## config.mk

```make
export PLATFORM = sky130hd
export DESIGN_NAME = bitmap_row_stretch
export DESIGN_NICKNAME = d
export VERILOG_FILES = /design/src/brs_pkg.sv /design/src/bitmap_row_stretch.sv /design/src/brs_cell.sv
export SDC_FILE = /design/constraint.sdc
export NUM_CORES = 1
export LEC_CHECK = 0
export ABC_AREA = 1
export BUFFER_PORTS_ARGS = -buffer_cell sky130_fd_sc_hd__buf_2
export CORE_MARGIN = 5
export CORE_UTILIZATION = 45
export DETAILED_ROUTE_END_ITERATION = 8
export PLACE_DENSITY = 0.66
export SLEW_MARGIN = 15
export SYNTH_ARGS = -nofsm -noshare
export SYNTH_HDL_FRONTEND = slang
export SYNTH_SLANG_ARGS = --single-unit
```

## constraint.sdc

```tcl
create_clock -name clock -period 9.14 [get_ports clock]
set_input_delay 1.828 -clock clock [delete_from_list [all_inputs] [get_ports clock]]
set_output_delay 1.828 -clock clock [all_outputs]
set_load 0.1 [all_outputs]
```

## src/brs_pkg.sv

```systemverilog
`timescale 1ns / 1ps
// ----------------------------------------------------------------------------
// brs_pkg
// shared types and constants for the bitmap row stretch block
// ----------------------------------------------------------------------------
package brs_pkg;

   localparam int SRC_PIX_DEF  = 64;
   localparam int DEST_PIX_DEF = 256;
   localparam int ACC_W        = 27;
   localparam int INT_W        = ACC_W - 16;
   localparam int POS_W        = 16;
   localparam int CIDX_W       = 3;

   localparam logic [CIDX_W-1:0] CSR_STEP_RATIO    = 3'd0;
   localparam logic [CIDX_W-1:0] CSR_SOURCE_OFFSET = 3'd1;
   localparam logic [CIDX_W-1:0] CSR_LEFT_BEARING  = 3'd2;
   localparam logic [CIDX_W-1:0] CSR_SOURCE_WIDTH  = 3'd3;
   localparam logic [CIDX_W-1:0] CSR_DEST_WIDTH    = 3'd4;

   localparam logic [16:0] STEP_RESET = 17'h10000;

   typedef enum logic [2:0] {
      ST_IDLE,
      ST_SKIP,
      ST_EMIT,
      ST_FILL,
      ST_SEND
   } state_type;

   typedef struct packed {
      logic load;
      logic shift;
   } cell_ctrl_type;

endpackage

```

## src/bitmap_row_stretch.sv

```systemverilog
`timescale 1ns / 1ps
// ----------------------------------------------------------------------------
// bitmap_row_stretch
// nearest-neighbor stretch of one 1-bit row into NUM_WORDS 64-bit words
// ----------------------------------------------------------------------------
// one destination position per cycle; after the row beat the block skips,
// emits and fills positions until the buffer is full, then sends
// NUM_WORDS result beats; the next row is taken only once the last result
// beat is accepted; one row at a time; synchronous reset clears control and
// the settings, step ratio to 0x10000; the datapath registers are not reset
module bitmap_row_stretch #(
   parameter int SRC_PIX  = brs_pkg::SRC_PIX_DEF,
   parameter int DEST_PIX = brs_pkg::DEST_PIX_DEF
) (
   input  logic                       clock,
   input  logic                       reset,
   input  logic                       req_valid,
   output logic                       req_ready,
   input  logic [63:0]                req_source_row,
   output logic                       rsp_valid,
   input  logic                       rsp_ready,
   output logic [63:0]                rsp_dest_word,
   output logic [1:0]                 rsp_word_index,
   output logic                       rsp_last_word,
   output logic                       rsp_overflow,
   input  logic                       csr_valid,
   output logic                       csr_ready,
   input  logic [brs_pkg::CIDX_W-1:0] csr_index,
   input  logic [31:0]                csr_data
);
   import brs_pkg::*;

   localparam int NUM_WORDS = (DEST_PIX + 63) / 64;
   localparam int BUF       = NUM_WORDS * 64;

   logic [16:0] step_ratio_ff;
   logic [7:0]  source_offset_ff;
   logic [7:0]  left_bearing_ff;
   logic [6:0]  source_width_ff;
   logic [7:0]  dest_width_ff;

   state_type state_ff, state_in;

   logic [ACC_W-1:0] acc_ff, acc_in;
   logic [INT_W-1:0] cur_ff, cur_in;
   logic [POS_W-1:0] pos_ff, pos_in;
   logic [7:0]       cnt_ff, cnt_in;
   logic             ovf_ff, ovf_in;
   logic [1:0]       widx_ff, widx_in;

   logic             req_beat, rsp_beat;
   logic [ACC_W-1:0] acc_start;
   logic [23:0]      lb_prod;
   logic signed [ACC_W:0] target;
   logic             skip_more;
   logic [INT_W-1:0] nxt;
   logic signed [INT_W+1:0] end_pos;
   logic             adv, stop, pix, pos_in_buf, pos_in_dest;
   logic             dst_shift, dst_bit, src_shift;

   logic [SRC_PIX-1:0] src_q;
   logic [BUF-1:0]     dst_q;
   cell_ctrl_type      src_ctrl, dst_ctrl;

   assign csr_ready = 1'b1;

   always_ff @(posedge clock) begin
      if (reset) begin
         step_ratio_ff    <= STEP_RESET;
         source_offset_ff <= '0;
         left_bearing_ff  <= '0;
         source_width_ff  <= '0;
         dest_width_ff    <= '0;
      end else if (csr_valid && csr_ready) begin
         case (csr_index)
            CSR_STEP_RATIO:    step_ratio_ff    <= csr_data[16:0];
            CSR_SOURCE_OFFSET: source_offset_ff <= csr_data[7:0];
            CSR_LEFT_BEARING:  left_bearing_ff  <= csr_data[7:0];
            CSR_SOURCE_WIDTH:  source_width_ff  <= csr_data[6:0];
            CSR_DEST_WIDTH:    dest_width_ff    <= csr_data[7:0];
            default: ;
         endcase
      end
   end

   assign req_ready = (state_ff == ST_IDLE);
   assign rsp_valid = (state_ff == ST_SEND);
   assign req_beat  = req_valid && req_ready;
   assign rsp_beat  = rsp_valid && rsp_ready;

   // start value and skip target
   assign lb_prod   = left_bearing_ff[7] ? 24'd0
                      : {17'd0, left_bearing_ff[6:0]} * {7'd0, step_ratio_ff};
   assign acc_start = ACC_W'({8'd0, step_ratio_ff[16:1]}) + ACC_W'(lb_prod);
   assign target    = (ACC_W+1)'({{(ACC_W-23){source_offset_ff[7]}},
                                   source_offset_ff, 16'd0});
   assign skip_more = $signed({1'b0, acc_ff}) < target;

   // dda step
   assign nxt     = acc_ff[ACC_W-1:16];
   assign end_pos = (INT_W+2)'($signed(source_offset_ff))
                    + (INT_W+2)'($signed({1'b0, source_width_ff}));
   assign adv     = nxt > cur_ff;
   assign stop    = (cnt_ff == dest_width_ff)
                    || (adv && ($signed({2'b00, nxt}) >= end_pos));
   assign pix     = adv ? ((SRC_PIX > 1) ? src_q[1 % SRC_PIX] : 1'b0) : src_q[0];

   assign pos_in_buf  = pos_ff < POS_W'(BUF);
   assign pos_in_dest = pos_ff < POS_W'(DEST_PIX);

   always_comb begin
      state_in = state_ff;
      case (state_ff)
         ST_IDLE: if (req_beat) state_in = ST_SKIP;
         ST_SKIP: begin
            if (!skip_more) begin
               state_in = ST_EMIT;
            end else if (step_ratio_ff == '0) begin
               state_in = ST_FILL;
            end
         end
         ST_EMIT: if (stop) state_in = ST_FILL;
         ST_FILL: if (!pos_in_buf) state_in = ST_SEND;
         ST_SEND: begin
            if (rsp_beat && (widx_ff == 2'(NUM_WORDS - 1))) begin
               state_in = ST_IDLE;
            end
         end
         default: state_in = ST_IDLE;
      endcase
   end

   always_comb begin
      acc_in    = acc_ff;
      cur_in    = cur_ff;
      pos_in    = pos_ff;
      cnt_in    = cnt_ff;
      ovf_in    = ovf_ff;
      widx_in   = widx_ff;
      dst_shift = 1'b0;
      dst_bit   = 1'b0;
      src_shift = 1'b0;
      case (state_ff)
         ST_IDLE: begin
            acc_in  = acc_start;
            pos_in  = '0;
            cnt_in  = '0;
            ovf_in  = 1'b0;
            widx_in = '0;
         end
         ST_SKIP: begin
            if (skip_more && (step_ratio_ff != '0)) begin
               acc_in    = acc_ff + ACC_W'(step_ratio_ff);
               pos_in    = pos_ff + 1'b1;
               dst_shift = pos_in_buf;
            end
            cur_in = nxt;
         end
         ST_EMIT: begin
            if (!stop) begin
               acc_in    = acc_ff + ACC_W'(step_ratio_ff);
               pos_in    = pos_ff + 1'b1;
               cnt_in    = cnt_ff + 1'b1;
               src_shift = adv;
               if (adv) cur_in = nxt;
               dst_shift = pos_in_buf;
               dst_bit   = pix && pos_in_dest;
               if (pix && !pos_in_dest) ovf_in = 1'b1;
            end
         end
         ST_FILL: begin
            if (pos_in_buf) begin
               pos_in    = pos_ff + 1'b1;
               dst_shift = 1'b1;
            end
         end
         ST_SEND: if (rsp_beat) widx_in = widx_ff + 1'b1;
         default: ;
      endcase
   end

   always_ff @(posedge clock) begin
      if (reset) begin
         state_ff <= ST_IDLE;
         widx_ff  <= '0;
         ovf_ff   <= 1'b0;
      end else begin
         state_ff <= state_in;
         widx_ff  <= widx_in;
         ovf_ff   <= ovf_in;
      end
   end

   always_ff @(posedge clock) begin
      acc_ff <= acc_in;
      cur_ff <= cur_in;
      pos_ff <= pos_in;
      cnt_ff <= cnt_in;
   end

   // source chain: cell 0 holds the current source pixel
   assign src_ctrl = '{load: req_beat, shift: src_shift};

   for (genvar i = 0; i < SRC_PIX; i++) begin : g_src
      logic ld;
      logic nb;
      assign ld = req_source_row[63 - i] && (7'(i) < source_width_ff);
      if (i == SRC_PIX - 1) begin : g_end
         assign nb = 1'b0;
      end else begin : g_mid
         assign nb = src_q[i + 1];
      end
      brs_cell u_cell (
         .clock     (clock),
         .ctrl      (src_ctrl),
         .load_val  (ld),
         .shift_val (nb),
         .q         (src_q[i])
      );
   end

   // destination chain: position 0 ends at the top cell
   assign dst_ctrl = '{load: 1'b0, shift: dst_shift};

   for (genvar j = 0; j < BUF; j++) begin : g_dst
      logic nb;
      if (j == 0) begin : g_head
         assign nb = dst_bit;
      end else begin : g_body
         assign nb = dst_q[j - 1];
      end
      brs_cell u_cell (
         .clock     (clock),
         .ctrl      (dst_ctrl),
         .load_val  (1'b0),
         .shift_val (nb),
         .q         (dst_q[j])
      );
   end

   always_comb begin
      rsp_dest_word = '0;
      for (int w = 0; w < NUM_WORDS; w++) begin
         if (widx_ff == 2'(w)) rsp_dest_word = dst_q[BUF - 1 - 64 * w -: 64];
      end
   end

   assign rsp_word_index = widx_ff;
   assign rsp_last_word  = (widx_ff == 2'(NUM_WORDS - 1));
   assign rsp_overflow   = ovf_ff;

endmodule

```

## src/brs_cell.sv

```systemverilog
`timescale 1ns / 1ps
// ----------------------------------------------------------------------------
// brs_cell
// one pixel cell of a shift chain, loads in parallel or takes its neighbor
// ----------------------------------------------------------------------------
module brs_cell (
   input  logic                   clock,
   input  brs_pkg::cell_ctrl_type ctrl,
   input  logic                   load_val,
   input  logic                   shift_val,
   output logic                   q
);
   import brs_pkg::*;

   logic pix_ff;
   logic pix_in;

   always_comb begin
      pix_in = pix_ff;
      if (ctrl.load) begin
         pix_in = load_val;
      end else if (ctrl.shift) begin
         pix_in = shift_val;
      end
   end

   always_ff @(posedge clock) begin
      pix_ff <= pix_in;
   end

   assign q = pix_ff;

endmodule

```

Word level (Yosys, flattened, before mapping). Cells that the tools add are included.

Register bits: 436. ROM bits: 0. Latch bits: 0. Logic and storage cells: 692. Bits in writable memories: 0. Memories kept: 0.

Multiplexer cells: 164. Reduce and logical (&&, ||, !) cells: 97. Divide/modulo/power cells: 0. $mul: 1. Equal/unequal tests: 23. Add/subtract/negate cells: 6. Shifts and indexed selects: 0. Bitwise gates (word level): 1. $lt $le $gt $ge: 68.

Operator list (number): two-way mux 64 bit (4); less-than comparator 6 x 7 -> 1 bit (first input constant) (32); two-way mux 1 bit (136); less-than comparator 5 x 7 -> 1 bit (first input constant) (16); case mux 27 bit (3 select lines) (1); logical AND 1 bit (71); case mux 16 bit (4 select lines) (1); less-than comparator 4 x 7 -> 1 bit (first input constant) (8); two-way mux 27 bit (2); two-way mux 16 bit (3); less-than comparator 28 x 24 -> 1 bit (1); less-than comparator 3 x 7 -> 1 bit (first input constant) (4); adder 27 x 17 -> 27 bit (1); adder 16 x 24 -> 25 bit (1); multiplier 7 x 17 -> 24 bit (1); two-way mux 24 bit (1); two-way mux 11 bit (2); case mux 11 bit (2 select lines) (1); two-way mux 3 bit (6); logical NOT 17 bit (1); nonzero test 17 bit (1); adder 16 x 1 -> 16 bit (second input constant) (1); less-than comparator 16 x 9 -> 1 bit (second input constant) (1); case mux 8 bit (2 select lines) (1); 35 further kinds (63).

Depth between registers and ports, before layout. Gate-level depths: netlist of the first run.

Depth after elaboration: 8. Depth in mapped cells: 34. Gate-level depth less buffers: 32.

Cells and area by module. A second synthesis of the first run with hierarchy kept.

Cells, all modules: 4319. Area total of the unflattened synthesis: 31500.2 um^2.

Modules (own cells, without submodules): brs_cell (times used 320, cells an instance 6, area each 51.3 um^2, sequential area each 30.0 um^2); bitmap_row_stretch (times used 1, cells an instance 2399, area each 15084.5 um^2, sequential area each 2942.8 um^2).

Worst setup path after synthesis of the first run. OpenSTA, ideal clock, no wires.

Kind: register -> register. From: register source_offset_ff[2]. To: register g_dst[0].u_cell.pix_ff (enable). Data arrival time: 7.546 ns. Stages on the path, launching flop included: 20. Path slack: 0.986 ns. Library setup time: 0.607 ns. Clock period less this slack: 8.154 ns. Path through: dfxtp_1 -> ha_1 -> a21oi_1 -> nand2_1 -> a21oi_1 -> o21ai_0 -> nand2_1 -> nand2_1 -> a21oi_1 -> xor2_1 -> ha_1 -> nand2_1 -> nor2_1 -> a211oi_1 -> a21oi_1 -> o21ai_0 -> nand3_1 -> nand3_1 -> nand3_1 -> inv_1.

Cells in the longest elaborated chain, start to end: 6.

RTL lines: start, declared (line bitmap_row_stretch.sv:37) `logic [7:0] source_offset_ff;`; start signal, assigned (line bitmap_row_stretch.sv:77) `CSR_SOURCE_OFFSET: source_offset_ff <= csr_data[7:0];`; adder 8 x 8 -> 9 bit (line bitmap_row_stretch.sv:102) `+ (INT_W+2)'($signed({1'b0, source_width_ff}));`; greater-or-equal comparator 12 x 9 -> 1 bit (line bitmap_row_stretch.sv:105) `|| (adv && ($signed({2'b00, nxt}) >= end_pos));`; logical AND 1 bit (line bitmap_row_stretch.sv:105); logical OR 1 bit (line bitmap_row_stretch.sv:105); two-way mux 1 bit (line bitmap_row_stretch.sv:160) `if (!stop) begin`; case mux 1 bit (3 select lines) * (line bitmap_row_stretch.sv:143) `case (state_ff)`; net dst_shift (line bitmap_row_stretch.sv:59) `logic dst_shift, dst_bit, src_shift;`; end signal, assigned (line brs_cell.sv:28) `pix_ff <= pix_in;`; end, declared (line brs_cell.sv:15) `logic pix_ff;`.

The timed path passes the listed nets; every way through them passes the cells marked *. A chain may end at the register's enable or synchronous reset.

Worst setup path after layout of the first run.
From: register left_bearing_ff[6]. To: register acc_ff[20] (data pin).

Cells in the longest elaborated chain, start to end: 4.

RTL lines: start, declared (line bitmap_row_stretch.sv:38) `logic [7:0] left_bearing_ff;`; start signal, assigned (line bitmap_row_stretch.sv:78) `CSR_LEFT_BEARING: left_bearing_ff <= csr_data[7:0];`; multiplier 7 x 17 -> 24 bit (line bitmap_row_stretch.sv:93) `: {17'd0, left_bearing_ff[6:0]} * {7'd0, step_ratio_ff};`; two-way mux 24 bit (line bitmap_row_stretch.sv:92) `assign lb_prod = left_bearing_ff[7] ? 24'd0`; adder 16 x 24 -> 25 bit (line bitmap_row_stretch.sv:94) `assign acc_start = ACC_W'({8'd0, step_ratio_ff[16:1]}) + ACC_W'(lb_prod);`; case mux 27 bit (3 select lines) (line bitmap_row_stretch.sv:143); net acc_in[20] (line bitmap_row_stretch.sv:44) `logic [ACC_W-1:0] acc_ff, acc_in;`; end signal, assigned (line bitmap_row_stretch.sv:195) `acc_ff <= acc_in;`; end, declared (line bitmap_row_stretch.sv:44).

The timed path passes the listed nets, and every way through them passes these cells.

==> summary.md, run 1 <==
| Metric | Value |
|---|---|
| Postcts setup bufs | 0 |
| Clock transition at path regs | 70 ps |
| Final Cycle Share | 0.726 |
| # fillers | 5130 |
| Initial antenna violation count | 1 |
| Critical path type | reg -> reg |
| Core area | 0.0552 mm² |
| Critical Path Fanout Max | 18 |
| Largest net degree at the start of global routing | 134 |
| Most used DFF post-synth | edfxtp_1 |
| Nets | 3222 |
| GRT overflow | 0 |
| Cts bufs inserted | 47 |
| Share of post-route cells with drive strength above 1 | 0.106 |
| Placer Congestion | 0.937 |
| All-layer global routing usage | 0.201 |
| Setup crit start kind | flip-flop |
| Placed Instances | 3622 |
| Final hold violation count | 0 |
| FP Rows | 86 |
| Initial DRC Count | 1330 |
| CTS tree | built |
| Setup_tns | 0 ps |
| Critical Path RT | 9480 ps |
| Pwr Density | 220 mW/mm² |
| First-pass GRT wire length | 99900 µm |
| Crit. End Element | flip-flop |
| Clock skew | 13.3 ps |
| Number of synthesized flops with an enable pin | 382 |
| Number of hold buffers added after CTS | 0 |
| Final setup fails | 0 |
| Post-cts resize count | 0 |
| Routed Antenna Nets | 0 |
| Root Buffer | clkbuf_16 |
| Crit path DAT | 6970 ps |
| Number of synthesis warnings | 0 |
| Seq. cell area | 0.0126 mm² |
| MaxCap Viol Count | 0 |
| Mapped Area | 0.0251 mm² |
| Final Slew Violations | 0 |
| Worst path slowest cell | dfxtp_1 |
| Register area share after synthesis | 0.500 |
| Final non-filler cell total | 3708 |
| VDD IR-drop max | 193 µV |
| Ports | 175 |
| Unrepaired setup endpoints after global routing | false |
| Pleak | 12.0 nW |
| Outcome | completed |
| Fmax | 151 MHz |
| Routed len/inst | 16.7 µm |
| Cells after Synth | 2802 |
| Area of the multi-input gates | 0.0108 mm² |
| Asr flop ratio synth | 0 |
| Die Ht | 246 µm |
| Crit path largest cell delay | 800 ps |
| Post-route DRC | 0 |
| Worst skew pair latency | 590 ps |
| DR vias | 19363 |
| Synthesized Nets | 3101 |
| Post-DR vias/cell | 5.22 |
| Total wire length | 61800 µm |
| Post-route minimum period | 6630 ps |
| Clock Path Buffers | 3 |
| Port-buffer cells | 158 |
| Worst-margin pin slew | 1050 ps |
| Die area | 0.0606 mm² |
| Crit-path most repeated cell | nand2_1 |
| Cell variety after synth | 56 |
| HPWL after detailed placement | 43400 µm |
| Vias in the first global route | 19159 |
| HP Class | reg -> reg |
| Synth Area per Inst | 8.96 µm² |
| Synthesis-stage register bit count | 436 |
| P&R area growth vs syn | 11.7% |
| Die X | 246 µm |
| Pre-Repair DR Iteration Count | 5 |
| Initial Util | 0.455 |
| Max_slew headroom | 0.301 |
| H-tree depth | 2 |
| Clock Sinks | 436 |
## worst max-delay path, delay by kind of cell, from the launching register on
family                   cells  cell delay (ps)
AO/OA/AOI/OAI                5             1150
XOR/XNOR                     1              170
adder cells (fa/ha/maj)      6             2910
buffers and inverters        5              400
flip-flops                   1              800
AND/OR/NAND/NOR             11              930
## worst paths after layout
check	startpoint	to	slack, ps	cells past startpoint
worst max-delay path	left_bearing_ff[6]	acc_ff[20]	2510	28
worst min-delay path	g_dst[178].u_cell.q	g_dst[179].u_cell.q	450	0
worst max register to register	left_bearing_ff[6]	acc_ff[20]	2510	28
worst min register to register	g_dst[178].u_cell.q	g_dst[179].u_cell.q	450	0
## cell type report
cell class	count	area share
Timing Repair Buffer	173	0.0322
Inverter	368	0.0496
Clock inverter	24	0.00656
Antenna cell	1	0.0000892
Multi-Input combinational cell	1897	0.385
Tap cell	748	0.0334
Sequential cell	436	0.448
Clock buffer	61	0.0453
## per-stage QoR
stage / setup WS (ps) / instance area [µm²] / power [mW] / utilization / hold slack, ps
6_report: 2510 / 28000 / 6.17 / 0.508 / 446
5_1_grt: 2100 / 28000 / 6.54 / 0.508 / 456
4_1_cts: 2560 / 28000 / 6.23 / 0.508 / 448
3_5_place_dp: 2580 / 26600 / 4.40 / 0.481 / 433
3_3_place_gp: 2680 / 26600 / 4.34 / 0.481 / 428
2_1_floorplan: 986 / 25100 / 4.00 / - / 426
## Yosys cell counts (7+ instances only)
cell type    n  share of area
buf_1        7         0.0010
dfxtp_1     54          0.043
nor4_1       9         0.0022
edfxtp_1   382           0.46
ha_1       118          0.059
o21ai_1      9         0.0018
nor2_2      12         0.0030
nand3_1     74          0.015
o21ai_0    213          0.042
clkbuf_1    79          0.012
nor3_1      21         0.0042
inv_1      350          0.052
nor2_1     255          0.038
xnor2_1     16         0.0056
nand2_2     17         0.0042
a21oi_1    268          0.053
inv_2       16         0.0024
nand2_1    705           0.11
xor2_1      18         0.0063
buf_2       13         0.0026
fa_1        77          0.061
nand4_1     18         0.0045
## power breakdown
group	switching (mW)	internal (mW)	total [mW]
clock network	0.804	1.01	1.82
logic	1.14	0.427	1.57
registers	0.181	2.60	2.79
## registers in the layout (all words and copies together), names as in the netlist, 11 cells and up
register,flops
acc_ff,27
cur_ff,11
g_dst.u_cell.q,256
g_src.u_cell.q,64
pos_ff,16
step_ratio_ff,17
## cells in the final DEF, fill, tap and decap left out, drive strengths merged, types with 18 or more instances in the layout
cell / instances
nand2: 722
inv: 367
o21ai: 224
nand3: 80
dfxtp: 54
nor2: 269
clkbuf: 61
fa: 77
nand4: 18
xor2: 18
buf: 173
a21oi: 272
edfxtp: 382
nor3: 22
clkinv: 22
ha: 118
## cells by family after synthesis
logic type	count (synthesis)	synth area share
and+or+nand+nor	1139	0.186
AOI/OAI and AO/OA	527	0.110
buffers and inverters	469	0.0711
DFF	436	0.500
adders and majority gates	195	0.120
xor gates and xnor gates	34	0.0119
other	1	0.000149
muxes	1	0.000399
## layer usage
layer / part of all wire / global-route usage / vias to the layer above
met1: 0.44 / 0.274 / 9268
met4: 0.027 / 0.0578 / 0
met5: 0 / 0 / -
met3: 0.056 / 0.0269 / 112
li1: - / - / 9507
met2: 0.47 / 0.338 / 476
No activity file was read; power rests on OpenSTA's default activity.
==> run 2, diff against run 1 <==
--- a/config.mk
+++ b/config.mk
@@ -10,7 +10,7 @@
 export CORE_MARGIN = 5
 export CORE_UTILIZATION = 45
 export DETAILED_ROUTE_END_ITERATION = 8
-export PLACE_DENSITY = 0.66
+export PLACE_DENSITY = 0.69
 export SLEW_MARGIN = 15
 export SYNTH_ARGS = -nofsm -noshare
 export SYNTH_HDL_FRONTEND = slang
==> constraint.sdc (replaced) <==
create_clock -name clock -period 5.9 [get_ports clock]
set_input_delay 1.18 -clock clock [delete_from_list [all_inputs] [get_ports clock]]
set_output_delay 1.18 -clock clock [all_outputs]
set_load 0.1 [all_outputs]
==> summary.md, run 2 (same netlist as run 1, synthesis figures left out) <==
| Metric | Value |
|---|---|
| R2R Path End | acc_ff[17] |
| Largest net degree at the start of global routing | 129 |
| Clock skew | 26.3 ps |
| Comb power frac | 0.251 |
| Port-buffer cells | 158 |
| R2R Setup Slk | 240 ps |
| Max_slew headroom | 0.267 |
| Critical path type | reg -> reg |
| Clock transition at path regs | 60 ps |
| Fmax | 177 MHz |
| Clock Sinks | 436 |
| H-tree depth | 2 |
| Initial DRC Count | 1368 |
| Hold depth | 0 |
| Pre-Repair DR Iteration Count | 6 |
| Seq. cell area | 0.0126 mm² |
| FP Rows | 86 |
| Critical Path Fanout Max | 8 |
| Initial antenna violation count | 2 |
| P&R area growth vs syn | 16.8% |
| Post-route minimum period | 5660 ps |
| HPWL after detailed placement | 44200 µm |
| Final hold violation count | 0 |
| Critical Path RT | 6240 ps |
| Hold path endpoint | g_dst[195].u_cell.q |
| HP Class | reg -> reg |
| Die Ht | 246 µm |
| Die X | 246 µm |
| Commonest cells after routing, fill and taps aside | nand2_1 (694), edfxtp_1 (382), inv_1 (348), a21oi_1 (259), nor2_1 (252) |
| Final Slew Violations | 0 |
| Final Cycle Share | 0.959 |
| Vias in the first global route | 19654 |
| CTS tree | built |
| Final setup fails | 0 |
| Worst path slowest cell | fa_1 |
| Root Buffer | clkbuf_16 |
| Total wire length | 61600 µm |
| Outcome | completed |
| Hold Path Origin | g_dst[194].u_cell.q |
| Area of the multi-input gates | 0.0110 mm² |
| Ports | 175 |
| MaxCap Viol Count | 0 |
| GRT overflow | 0 |
| Pwr Density | 341 mW/mm² |
| Placer Congestion | 0.922 |
| Core area | 0.0552 mm² |
| Crit. End Element | flip-flop |
| Worst r2r src | step_ratio_ff[5] |
| Clock network power share | 0.319 |
| Crit path largest cell delay | 540 ps |
| Net Sw Frac | 0.337 |
| Initial Util | 0.455 |
| Fin util | 0.531 |
| Reg2reg path depth | 28 |
| Crit path DAT | 6000 ps |
| Cts bufs inserted | 49 |
| Routed len/inst | 16.2 µm |
| # fillers | 4856 |
| Post-DR vias/cell | 5.19 |
| Clock Path Buffers | 3 |
| Pleak | 12.6 nW |
| Worst-margin pin slew | 1100 ps |
| Flop pwr share | 0.430 |
| Most common cell after layout, fill and taps aside | nand2_1 |
| Final instance area | 0.0293 mm² |
| Internal power | 6.63 mW |
| Post-route DRC | 0 |
| Die area | 0.0606 mm² |
| Max FFs per register | 256 |
| Setup crit start kind | flip-flop |
| Psw | 3.36 mW |
| Crit-path most repeated cell | inv_1 |
| VDD IR-drop max | 251 µV |
| First-pass GRT wire length | 97900 µm |
| Share of post-route cells with drive strength above 1 | 0.156 |
| Routed Antenna Nets | 0 |
| Nets | 3320 |
| DR vias | 19790 |
| Worst skew pair latency | 600 ps |
| All-layer global routing usage | 0.195 |
| Placed inst area | 0.0273 mm² |
## run 2: changes by cell type in the layout (fill, tap and decap cells not counted), sizes merged
cell	delta
clkinv	-4
clkbuf	+2
bufinv	+6
inv	-1
clkinvlp	+3
buf	+96
## run 2: what timing repair did
action                     4_1_cts  5_1_grt
pin swaps                        0       27
gates resized for setup          6       54
setup endpoints to repair        9       13
hold buffers                     0        0
setup buffers                    0       14
gates cloned                     0        0
## run 2: worst max-delay path by stage
stage,slack [ps],start,endpoint
global route,-80,step_ratio_ff[5],acc_ff[17]
finish,240,step_ratio_ff[5],acc_ff[17]
CTS,3,left_bearing_ff[1],acc_ff[17]
global placement,-90,left_bearing_ff[6],acc_ff[17]
detailed placement,-180,left_bearing_ff[6],acc_ff[17]
floorplan,-590,source_offset_ff[2],g_dst[0].u_cell.q
## run 2: cell type report
type	count	area share
antenna	1	0.0000854
clock buffer	63	0.0450
clock inverter	28	0.0126
inverter	368	0.0473
multi-input combinational	1897	0.376
sequential	436	0.430
tap	748	0.0319
timing repair buffer	269	0.0572
## run 2: per-layer routing
layer / up-vias / wire (µm) / global-route usage
met2: 568 / 29100 / 0.327
met4: 2 / 2320 / 0.0701
li1: 9702 / - / -
met1: 9385 / 26400 / 0.256
met3: 133 / 3790 / 0.0355
met5: - / 11 / 0
## run 2: through the flow
step	power (mW)	worst slack (ps)	TNS, ps	instances	hold WS, ps
after CTS	10.0	2.77	0	3795	446
after global placement	6.71	-93.2	-166	3704	431
after floorplan	6.18	-595	-152210	2802	426
after global routing	10.5	-75.5	-108	3809	453
final	9.99	244	0	3810	446
after detailed placement	6.84	-179	-818	3704	433
## run 2: worst max-delay path, delay by kind of cell, from the launching register on
kind | cells | cell delay [ps]
fa+ha+maj | 6 | 2790
simple gates | 11 | 1070
compound gates | 4 | 560
buf+inv | 6 | 430
flops | 1 | 380
xor+xnor | 1 | 170
## run 2: power groups by stage
| stage | combinational, mW | sequential (mW) | clock, mW |
|---|---|---|---|
| 3_3_place_gp | 2.37 | 4.34 | 0 |
| 4_1_cts | 2.49 | 4.30 | 3.26 |
| 5_1_grt | 2.78 | 4.34 | 3.38 |
| 2_1_floorplan | 1.86 | 4.32 | 0 |
| 6_report | 2.50 | 4.30 | 3.19 |
| 3_5_place_dp | 2.47 | 4.36 | 0 |
